**config.mk**
```make
export PLATFORM = sky130hd
export DESIGN_NAME = waveform_minmax_pyramid_top
export DESIGN_NICKNAME = d
export VERILOG_FILES = /design/src/design/wmp_pkg.sv /design/src/design/wmp_div.sv /design/src/design/wmp_fine_cell.sv /design/src/design/wmp_level_cell.sv /design/src/design/waveform_minmax_pyramid_top.sv
export VERILOG_INCLUDE_DIRS = /design/src /design/src/design
export SDC_FILE = /design/constraint.sdc
export NUM_CORES = 2
export LEC_CHECK = 0
export BUFFER_PORTS_ARGS = -buffer_cell sky130_fd_sc_hd__buf_2
export CAP_MARGIN = 20
export CORE_MARGIN = 10
export CORE_UTILIZATION = 35
export CTS_BUF_LIST = sky130_fd_sc_hd__clkbuf_2
export DETAILED_ROUTE_END_ITERATION = 7
export GPL_TIMING_DRIVEN = 0
export PLACE_DENSITY = 0.62
export SLEW_MARGIN = 25
export SYNTH_ARGS = -nofsm -noshare
export SYNTH_HDL_FRONTEND = slang
export SYNTH_SLANG_ARGS = --single-unit
```
**constraint.sdc**
```tcl
create_clock -name clk -period 19.6 [get_ports clk]
set_input_delay 0.98 -clock clk [delete_from_list [all_inputs] [get_ports clk]]
set_output_delay 0.98 -clock clk [all_outputs]
set_load 0.005 [all_outputs]
```
**src/design/assert_macros.svh**
```systemverilog
// ----------------------------------------------------------------------------
// Assertion macros
// Shared concurrent assertion helpers, clocked on clk and disabled in reset.
// ----------------------------------------------------------------------------
`ifndef ASSERT_MACROS_SVH
`define ASSERT_MACROS_SVH

`ifndef SYNTHESIS
`define ASSERT_CLK(label, prop) \
	label: assert property (@(posedge clk) disable iff (!arst_n) (prop)) \
		else $error("assertion failed");
`define ASSERT_NEVER(label, expr) \
	label: assert property (@(posedge clk) disable iff (!arst_n) !(expr)) \
		else $error("forbidden condition seen");
`else
`define ASSERT_CLK(label, prop)
`define ASSERT_NEVER(label, expr)
`endif

`endif

```
**src/design/wmp_pkg.sv**
```systemverilog
// ----------------------------------------------------------------------------
// Waveform min/max pyramid package
// Shared widths, codes and record types of the min/max pyramid block.
// ----------------------------------------------------------------------------
package wmp_pkg;

	localparam int SAMPLE_W  = 16;
	localparam int IDX_W     = 16;
	localparam int NB_W      = 17;
	localparam int FRAMES_W  = 32;
	localparam int CFG_IDX_W = 1;
	localparam int DIV_CNT_W = $clog2(FRAMES_W + 1);

	localparam logic [CFG_IDX_W-1:0] REG_BUCKET_COUNT = 1'd0;
	localparam logic [CFG_IDX_W-1:0] REG_TOTAL_FRAMES = 1'd1;

	localparam logic REQ_SAMPLE = 1'b0;
	localparam logic REQ_DRAIN  = 1'b1;

	localparam logic signed [SAMPLE_W-1:0] Q_POS = 16'sh7FFF;
	localparam logic signed [SAMPLE_W-1:0] Q_NEG = 16'sh8000;

	localparam logic [NB_W-1:0]     NB_RESET     = 17'd1024;
	localparam logic [FRAMES_W-1:0] FRAMES_RESET = 32'd1;

	typedef logic signed [SAMPLE_W-1:0] sample_t;

	typedef struct packed {
		logic    valid;
		sample_t mn;
		sample_t mx;
	} link_t;

	typedef struct packed {
		logic [IDX_W-1:0] idx;
		sample_t          mn;
		sample_t          mx;
	} res_t;

	typedef struct packed {
		logic            clear;
		logic [NB_W-1:0] nb;
	} cell_ctl_t;

endpackage

```
**src/design/wmp_div.sv**
```systemverilog
// ----------------------------------------------------------------------------
// Frames-per-bucket divider
// Restoring radix-2 divider, one quotient bit per cycle, restarted on request.
// ----------------------------------------------------------------------------
module wmp_div (
	input  logic                         clk,
	input  logic                         arst_n,
	input  logic                         restart,
	input  logic [wmp_pkg::FRAMES_W-1:0] dividend,
	input  logic [wmp_pkg::NB_W-1:0]     divisor,
	output logic                         busy,
	output logic [wmp_pkg::FRAMES_W-1:0] quotient
);

	logic                          pend_q;
	logic [wmp_pkg::DIV_CNT_W-1:0] cnt_q;
	logic [wmp_pkg::NB_W-1:0]      dvs_q;
	logic [wmp_pkg::NB_W-1:0]      rem_q;
	logic [wmp_pkg::FRAMES_W-1:0]  quo_q;
	logic [wmp_pkg::NB_W:0]        trial;
	logic                          take;

	assign trial = {rem_q, quo_q[wmp_pkg::FRAMES_W-1]};
	assign take  = trial >= {1'b0, dvs_q};

	always_ff @(posedge clk or negedge arst_n) begin
		if (!arst_n) begin
			pend_q <= 1'b1;
			cnt_q  <= '0;
		end else if (restart) begin
			pend_q <= 1'b1;
		end else if (pend_q) begin
			pend_q <= 1'b0;
			cnt_q  <= wmp_pkg::DIV_CNT_W'(wmp_pkg::FRAMES_W);
		end else if (cnt_q != '0) begin
			cnt_q <= cnt_q - 1'b1;
		end
	end

	always_ff @(posedge clk) begin
		if (pend_q) begin
			dvs_q <= divisor;
			rem_q <= '0;
			quo_q <= dividend;
		end else if (cnt_q != '0) begin
			rem_q <= take ? wmp_pkg::NB_W'(trial - {1'b0, dvs_q}) : trial[wmp_pkg::NB_W-1:0];
			quo_q <= {quo_q[wmp_pkg::FRAMES_W-2:0], take};
		end
	end

	assign busy     = pend_q || (cnt_q != '0);
	assign quotient = quo_q;

endmodule

```
**src/design/wmp_fine_cell.sv**
```systemverilog
// ----------------------------------------------------------------------------
// Finest-level bucket cell
// Collects samples into level-0 buckets and hands each closed bucket upward.
// ----------------------------------------------------------------------------
module wmp_fine_cell (
	input  logic                         clk,
	input  logic                         arst_n,
	input  logic                         accept,
	input  logic                         req_type,
	input  wmp_pkg::sample_t             sample,
	input  logic [wmp_pkg::NB_W-1:0]     nb,
	input  logic [wmp_pkg::FRAMES_W-1:0] total_frames,
	input  logic [wmp_pkg::FRAMES_W-1:0] div_quo,
	output logic                         run_idle,
	output logic                         close_final,
	output wmp_pkg::link_t               close,
	output wmp_pkg::res_t                res
);

	localparam logic [wmp_pkg::FRAMES_W-1:0] ONES = '1;

	logic [wmp_pkg::FRAMES_W-1:0] fpb_q;
	logic [wmp_pkg::FRAMES_W-1:0] sc_q;
	logic [wmp_pkg::FRAMES_W-1:0] ibc_q;
	logic [wmp_pkg::NB_W-1:0]     fine_q;
	wmp_pkg::sample_t             min_q;
	wmp_pkg::sample_t             max_q;

	logic [wmp_pkg::FRAMES_W-1:0] fpb;
	logic [wmp_pkg::FRAMES_W-1:0] sc_inc;
	logic [wmp_pkg::FRAMES_W-1:0] ibc_inc;
	logic                         is_final;
	logic                         do_close;
	wmp_pkg::sample_t             smin;
	wmp_pkg::sample_t             smax;
	wmp_pkg::sample_t             cmin;
	wmp_pkg::sample_t             cmax;

	always_comb begin
		run_idle = (fine_q == '0) && (ibc_q == '0);
		if (!run_idle) begin
			fpb = fpb_q;
		end else if (div_quo == '0) begin
			fpb = wmp_pkg::FRAMES_W'(1);
		end else begin
			fpb = div_quo;
		end
		is_final = fine_q >= (nb - 1'b1);
		smin     = (sample < min_q) ? sample : min_q;
		smax     = (sample > max_q) ? sample : max_q;
		sc_inc   = (sc_q == ONES) ? sc_q : sc_q + 1'b1;
		ibc_inc  = (ibc_q == ONES) ? ibc_q : ibc_q + 1'b1;
		if (req_type == wmp_pkg::REQ_DRAIN) begin
			do_close = 1'b1;
			cmin     = (ibc_q == '0) ? '0 : min_q;
			cmax     = (ibc_q == '0) ? '0 : max_q;
		end else begin
			do_close = (sc_inc >= total_frames) || (!is_final && (ibc_inc >= fpb));
			cmin     = smin;
			cmax     = smax;
		end
	end

	assign close.valid = accept && do_close;
	assign close.mn    = cmin;
	assign close.mx    = cmax;
	assign close_final = is_final;
	assign res.idx     = fine_q[wmp_pkg::IDX_W-1:0];
	assign res.mn      = cmin;
	assign res.mx      = cmax;

	always_ff @(posedge clk or negedge arst_n) begin
		if (!arst_n) begin
			fpb_q  <= '0;
			sc_q   <= '0;
			ibc_q  <= '0;
			fine_q <= '0;
			min_q  <= wmp_pkg::Q_POS;
			max_q  <= wmp_pkg::Q_NEG;
		end else if (accept) begin
			if (run_idle) begin
				fpb_q <= fpb;
			end
			if (do_close) begin
				ibc_q <= '0;
				min_q <= wmp_pkg::Q_POS;
				max_q <= wmp_pkg::Q_NEG;
				if (is_final) begin
					sc_q   <= '0;
					fine_q <= '0;
				end else begin
					fine_q <= fine_q + 1'b1;
					if (req_type == wmp_pkg::REQ_SAMPLE) begin
						sc_q <= sc_inc;
					end
				end
			end else if (req_type == wmp_pkg::REQ_SAMPLE) begin
				sc_q  <= sc_inc;
				ibc_q <= ibc_inc;
				min_q <= smin;
				max_q <= smax;
			end
		end
	end

endmodule

```
**src/design/wmp_level_cell.sv**
```systemverilog
// ----------------------------------------------------------------------------
// Coarse-level merge cell
// Merges a group of child buckets into one bucket of the next coarser level.
// ----------------------------------------------------------------------------
module wmp_level_cell #(
	parameter int LEVEL             = 1,
	parameter int MERGE_FACTOR      = 4,
	parameter int MIN_LEVEL_BUCKETS = 256
) (
	input  logic               clk,
	input  logic               arst_n,
	input  wmp_pkg::cell_ctl_t ctl,
	input  wmp_pkg::link_t     child,
	output wmp_pkg::link_t     parent,
	output wmp_pkg::res_t      res
);

	localparam int               CNT_W      = $clog2(MERGE_FACTOR);
	localparam logic [63:0]      DIV        = 64'(MERGE_FACTOR) ** LEVEL;
	localparam logic [63:0]      THR        = 64'(MIN_LEVEL_BUCKETS) * DIV;
	localparam logic [CNT_W-1:0] LAST_CHILD = CNT_W'(MERGE_FACTOR - 1);

	logic [CNT_W-1:0]         cnt_q;
	logic [wmp_pkg::IDX_W-1:0] idx_q;
	wmp_pkg::sample_t         min_q;
	wmp_pkg::sample_t         max_q;

	logic             present;
	logic             in_range;
	logic             take;
	logic             full;
	wmp_pkg::sample_t mmin;
	wmp_pkg::sample_t mmax;

	always_comb begin
		present  = 64'(ctl.nb) >= THR;
		in_range = ((64'(idx_q) + 64'd1) * DIV) <= 64'(ctl.nb);
		take     = child.valid && present && in_range;
		full     = cnt_q == LAST_CHILD;
		mmin     = (child.mn < min_q) ? child.mn : min_q;
		mmax     = (child.mx > max_q) ? child.mx : max_q;
	end

	assign parent.valid = take && full;
	assign parent.mn    = mmin;
	assign parent.mx    = mmax;
	assign res.idx      = idx_q;
	assign res.mn       = mmin;
	assign res.mx       = mmax;

	always_ff @(posedge clk or negedge arst_n) begin
		if (!arst_n) begin
			cnt_q <= '0;
			idx_q <= '0;
			min_q <= wmp_pkg::Q_POS;
			max_q <= wmp_pkg::Q_NEG;
		end else if (ctl.clear) begin
			cnt_q <= '0;
			idx_q <= '0;
			min_q <= wmp_pkg::Q_POS;
			max_q <= wmp_pkg::Q_NEG;
		end else if (take) begin
			if (full) begin
				cnt_q <= '0;
				idx_q <= idx_q + 1'b1;
				min_q <= wmp_pkg::Q_POS;
				max_q <= wmp_pkg::Q_NEG;
			end else begin
				cnt_q <= cnt_q + 1'b1;
				min_q <= mmin;
				max_q <= mmax;
			end
		end
	end

endmodule

```
**src/design/waveform_minmax_pyramid_top.sv**
```systemverilog
// A closing item's level-0 bucket is registered in the output or pending entry.
// Throughput: one item per cycle unless req_stall; an item that closes buckets
// then emits one result per cycle unless res_stall, so output transfers bound
// the rate when buckets close often. Reset and configuration writes restart the
// frames-per-bucket divider; a new run waits for it, items inside a run do not.
// Reset (arst_n, asynchronous, active low) clears the run and all merge cells.
// ----------------------------------------------------------------------------
// Waveform min/max pyramid top level
// Fine bucket cell and a chain of merge cells, with a two-entry result stage.
// ----------------------------------------------------------------------------
`include "assert_macros.svh"

module waveform_minmax_pyramid_top #(
	parameter int MAX_BUCKETS       = 65536,
	parameter int MERGE_FACTOR      = 4,
	parameter int MIN_LEVEL_BUCKETS = 256,
	parameter int COARSE_LEVELS     = 4,
	localparam int LVL_W            = $clog2(COARSE_LEVELS + 1)
) (
	input  logic                          clk,
	input  logic                          arst_n,
	input  logic                          cfg_valid,
	output logic                          cfg_ready,
	input  logic [wmp_pkg::CFG_IDX_W-1:0] cfg_index,
	input  logic [wmp_pkg::FRAMES_W-1:0]  cfg_data,
	input  logic                          req_valid,
	output logic                          req_stall,
	input  logic                          req_type,
	input  logic signed [15:0]            sample,
	output logic                          res_valid,
	input  logic                          res_stall,
	output logic [LVL_W-1:0]              level,
	output logic [15:0]                   bucket_index,
	output logic signed [15:0]            min_value,
	output logic signed [15:0]            max_value,
	output logic                          last
);

	localparam int NRES   = COARSE_LEVELS + 1;
	localparam int LEFT_W = $clog2(NRES + 1);

	logic [wmp_pkg::NB_W-1:0]     bucket_count_q;
	logic [wmp_pkg::FRAMES_W-1:0] total_frames_q;
	logic [wmp_pkg::NB_W-1:0]     nb;
	logic                         cfg_fire;
	logic                         div_busy;
	logic [wmp_pkg::FRAMES_W-1:0] div_quo;
	logic                         run_idle;
	logic                         close_final;
	logic                         accept;

	wmp_pkg::link_t     lk [NRES];
	wmp_pkg::res_t      new_b [NRES];
	wmp_pkg::cell_ctl_t ctl;
	logic [LEFT_W-1:0]  new_n;

	wmp_pkg::res_t     out_b_q [NRES];
	wmp_pkg::res_t     pend_b_q [NRES];
	logic [LEFT_W-1:0] out_left_q;
	logic [LEFT_W-1:0] pend_n_q;
	logic              pend_v_q;
	logic [LVL_W-1:0]  out_lvl_q;
	logic              fire_out;
	logic              out_free;
	logic              new_b_v;

	assign cfg_ready = 1'b1;
	assign cfg_fire  = cfg_valid && cfg_ready;

	always_ff @(posedge clk or negedge arst_n) begin
		if (!arst_n) begin
			bucket_count_q <= wmp_pkg::NB_RESET;
			total_frames_q <= wmp_pkg::FRAMES_RESET;
		end else if (cfg_fire) begin
			unique case (cfg_index)
				wmp_pkg::REG_BUCKET_COUNT: begin
					bucket_count_q <= cfg_data[wmp_pkg::NB_W-1:0];
				end
				wmp_pkg::REG_TOTAL_FRAMES: begin
					total_frames_q <= cfg_data;
				end
				default: begin
				end
			endcase
		end
	end

	always_comb begin
		if (bucket_count_q == '0) begin
			nb = wmp_pkg::NB_W'(1);
		end else if (32'(bucket_count_q) > 32'(MAX_BUCKETS)) begin
			nb = wmp_pkg::NB_W'(MAX_BUCKETS);
		end else begin
			nb = bucket_count_q;
		end
	end

	wmp_div u_div (
		.clk      (clk),
		.arst_n   (arst_n),
		.restart  (cfg_fire),
		.dividend (total_frames_q),
		.divisor  (nb),
		.busy     (div_busy),
		.quotient (div_quo)
	);

	assign req_stall = pend_v_q || (run_idle && div_busy);
	assign accept    = req_valid && !req_stall;

	wmp_fine_cell u_fine (
		.clk          (clk),
		.arst_n       (arst_n),
		.accept       (accept),
		.req_type     (req_type),
		.sample       (sample),
		.nb           (nb),
		.total_frames (total_frames_q),
		.div_quo      (div_quo),
		.run_idle     (run_idle),
		.close_final  (close_final),
		.close        (lk[0]),
		.res          (new_b[0])
	);

	assign ctl.clear = lk[0].valid && close_final;
	assign ctl.nb    = nb;

	for (genvar g = 0; g < COARSE_LEVELS; g++) begin : g_lvl
		wmp_level_cell #(
			.LEVEL             (g + 1),
			.MERGE_FACTOR      (MERGE_FACTOR),
			.MIN_LEVEL_BUCKETS (MIN_LEVEL_BUCKETS)
		) u_cell (
			.clk    (clk),
			.arst_n (arst_n),
			.ctl    (ctl),
			.child  (lk[g]),
			.parent (lk[g+1]),
			.res    (new_b[g+1])
		);
	end

	always_comb begin
		new_n = LEFT_W'(1);
		for (int k = 1; k < NRES; k++) begin
			new_n = new_n + LEFT_W'(lk[k].valid);
		end
	end

	assign new_b_v  = lk[0].valid;
	assign res_valid = out_left_q != '0;
	assign fire_out  = res_valid && !res_stall;
	assign out_free  = !res_valid || (fire_out && (out_left_q == LEFT_W'(1)));

	always_ff @(posedge clk or negedge arst_n) begin
		if (!arst_n) begin
			out_left_q <= '0;
			out_lvl_q  <= '0;
			pend_v_q   <= 1'b0;
			pend_n_q   <= '0;
		end else if (out_free) begin
			out_lvl_q <= '0;
			if (pend_v_q) begin
				out_left_q <= pend_n_q;
				pend_v_q   <= new_b_v;
				pend_n_q   <= new_n;
			end else if (new_b_v) begin
				out_left_q <= new_n;
			end else begin
				out_left_q <= '0;
			end
		end else begin
			if (fire_out) begin
				out_left_q <= out_left_q - 1'b1;
				out_lvl_q  <= out_lvl_q + 1'b1;
			end
			if (new_b_v) begin
				pend_v_q <= 1'b1;
				pend_n_q <= new_n;
			end
		end
	end

	always_ff @(posedge clk) begin
		if (out_free) begin
			if (pend_v_q) begin
				out_b_q  <= pend_b_q;
				pend_b_q <= new_b;
			end else begin
				out_b_q <= new_b;
			end
		end else begin
			if (fire_out) begin
				for (int k = 0; k < NRES - 1; k++) begin
					out_b_q[k] <= out_b_q[k+1];
				end
			end
			if (new_b_v) begin
				pend_b_q <= new_b;
			end
		end
	end

	assign level        = out_lvl_q;
	assign bucket_index = out_b_q[0].idx;
	assign min_value    = out_b_q[0].mn;
	assign max_value    = out_b_q[0].mx;
	assign last         = out_left_q == LEFT_W'(1);

	`ASSERT_CLK(a_pend_needs_out, pend_v_q |-> (out_left_q != '0))
	`ASSERT_CLK(a_new_run_waits_div, (req_valid && !req_stall && run_idle) |-> !div_busy)
	`ASSERT_NEVER(a_left_in_range, out_left_q > LEFT_W'(NRES))
	`ASSERT_NEVER(a_lvl_in_range, res_valid && ((32'(out_lvl_q) + 32'(out_left_q)) > 32'(NRES)))

endmodule
```
==> qor.txt <==
outcome: completed
post-cts resize count: 0
grt total ovfl: 0
final instance area: 58,790 µm²
vias in the first global route: 39.86k
top post-synthesis cells by count: edfxtp_1 (529), nand2_1 (511), o21ai_0 (359)
Distinct cells, synth: 87
Slowest-stage cell, CP: o22ai_1
share of cells above drive strength 1: 17.79%
final worst path period need: 17.42 ns
CORE AREA: 147,700 µm²
IO Count: 110
worst slack, placed: 1.645 ns
fin util: 39.82%
TritonCTS clock tree: built
CP required: 21.01 ns
final setup skew: 0.1917 ns
# nets final: 5,706
largest area contributor in the netlist: edfxtp_1
crit path launch: u_fine.max_q[1]
CP Class: reg2reg
Yosys warning count: 0
die area: 164,400 µm²
DRC: 0
Total Neg Setup Slack: 0 ns
# H-tree levels: 5
top post-synthesis cells by area: edfxtp_1 (31%), dfrtp_1 (16%), ha_1 (7.8%)
pwr/cell area: 184.5 nW/µm²
Worst R2R Start: u_fine.max_q[1]
Mapped Cells: 4,849
Global Route Usage Sum: 18.20%
GR Util met1: 24.26%
CTS Hold Bufs: 63
Final Power: 10.85 mW
Initial Utilization: 35.21%
Routed Antenna Nets: 0
register area share after synthesis: 51.19%
crit path to: g_lvl[3].u_cell.max_q[9]
count of final hold-check violations: 0
post-DP HPWL: 111,900 µm
FFs w/ async S/R, synth: 42.95%
GR met3 Demand/Resource: 3.515%
Clock transition at path regs: 0.11 ns
crit-path most repeated cell: o21a_1
HP Class: in2reg
die height: 405.4 µm
Layout fillers: 14.26k
final max-slew violation count: 0
number of DRC markers in iteration 0: 3,223
final worst slack: 2.180 ns
worst reg2reg path endpoint: g_lvl[3].u_cell.max_q[9]
most common cell in the synthesized netlist: edfxtp_1
ys flop type: edfxtp_1
Leakage: 25.81 nW
root buf cell: clkbuf_2
via count: 39.62k
maximum number of pins on one net before global-route repair: 83
Max Fclk: 0.05741 GHz
Worst VDD drop: 0.1572 mV
global-route wire length before repair: 235,100 µm
Rows: 141
Layout Area Growth over Synthesis: 13.08%
Routability Congestion: 0.8925
EDFF count, synth: 529
most crowded layer after global routing: met2
Max Root-Sink Buffers: 4
GR Util met2: 28.75%
Synth top area share: 30.55%
relative slew slack: 25.65%
Max Cap Viol: 0
Sink Count: 957
Startpoint Class: register
First-pass DRT Iterations: 6
Register-to-Register Path Depth: 74
Syn Area/Cell: 10.72 µm²
Setup Buffers After CTS: 0
total CTS buffers: 279
input/output buffers: 106
Clk Latency, worst-skew pair: 1.63 ns
Final Cycle Share: 88.88%
Syn Std Cell Area: 51,990 µm²
Via density: 5.307
r2r setup slk: 2.18 ns
post-synthesis net count: 5,229
worst-margin pin slew: 1.115 ns
FF+latch count, synth: 957
DP Area: 55,650 µm²
Critical Path End Type: register
antenna violations before repair: 5
RSZ-0062 raised after global routing: false
endpoints failing setup: 0
Die X: 405.4 µm
WP data arrival: 18.83 ns
Max stage delay on crit path: 0.73 ns
crit path max fanout: 10
routed len/inst: 20.38 µm
final wirelength: 152,200 µm
-- flip-flops by register name (all words and copies together) (netlist names), 64 cells and up --
register / cells
g_lvl.u_cell.min_q: 64
pend_b_q: 240
g_lvl.u_cell.idx_q: 64
g_lvl.u_cell.max_q: 64
out_b_q: 192
-- worst max-delay path, delay by kind of cell, from the launching register on --
kind                       cells  cell delay (ns)
and+or+nand+nor                8             1.48
adders and majority gates      5             1.39
AOI/OAI and AO/OA             48             9.73
DFF                            1             0.38
buffers and inverters         13             4.22
-- logic make-up (layout without fill, tap and decap cells) --
logic type,count (synthesis),in the layout,share of synthesized area [%]
simple gates,1323,1323,11.94
mux,411,411,8.543
flops,957,957,51.19
fa+ha+maj,325,325,7.850
xor+xnor,156,156,2.628
other cells,1,6,0.007213
buf+inv,606,1288,4.796
compound gates,1070,1070,13.05
-- layout by cell type, fill, tap and decap left out, types with 33 or more instances in the layout --
master         count
o21a_1            65
and3_1            47
nand2_1          510
nor2b_1           36
o22ai_1           37
nand4_1           89
xnor2_1           92
a211oi_1          38
clkbuf_1         187
or3_1             45
clkbuf_2         453
o21ai_0          359
buf_4             51
xor2_1            64
clkinv_1          33
dfrtp_1          328
ha_1             323
nor3_1            56
nor4_1            38
inv_1            324
nand2b_1          46
buf_2            111
edfxtp_1         529
o211ai_1          53
a21o_1            94
mux2_2           194
a21oi_1          184
dfstp_2           83
dlygate4sd3_1     62
nor2_1           261
mux2i_1          200
nand3_1          125
-- metrics by stage --
step           hold WS, ns  std cells
3_3_place_gp        0.4258       6885
5_1_grt             0.1280       7464
2_1_floorplan       0.4231       4849
6_report            0.2337       7466
3_5_place_dp        0.4344       6912
4_1_cts            0.01064       7461
-- layout make-up --
type                       count  area, µm²  share of cell area (%)
sequential                   957      26610                   45.27
inverter                     330       1239                   2.107
clock inverter                40      232.7                  0.3958
clock buffer                 446       2232                   3.797
tap                         1930       2415                   4.107
buffer                       276       1266                   2.154
multi-input combinational   3286      22930                   39.01
timing repair buffer         196       1848                   3.143
antenna                        5      12.51                 0.02128
-- where the power goes --
part / internal (mW) / leakage (nW) / switching [mW]
logic: 2.15 / 13.5 / 3.63
clock network: 0.630 / 1.97 / 0.883
registers: 3.24 / 10.4 / 0.310
-- metal layers --
layer | vias to the layer above | wire length [µm]
met5 | - | 0
met4 | 0 | 5440
met3 | 271 | 9808
met2 | 1361 | 69450
met1 | 19380 | 67480
li1 | 18608 | -
-- worst min path at each step --
stage / from / to / slack [ns] / cells past startpoint
finish: cfg_data[22] / total_frames_q[22] / 0.23 / 3
global route: cfg_data[25] / total_frames_q[25] / 0.13 / 3
CTS: cfg_data[28] / total_frames_q[28] / 0.01 / 3
detailed placement: g_lvl[0].u_cell.idx_q[5] / pend_b_q[181] / 0.43 / 0
global placement: g_lvl[0].u_cell.idx_q[9] / pend_b_q[185] / 0.43 / 0
floorplan: g_lvl[0].u_cell.idx_q[5] / pend_b_q[181] / 0.42 / 0
(Power assumes the default switching activity.)
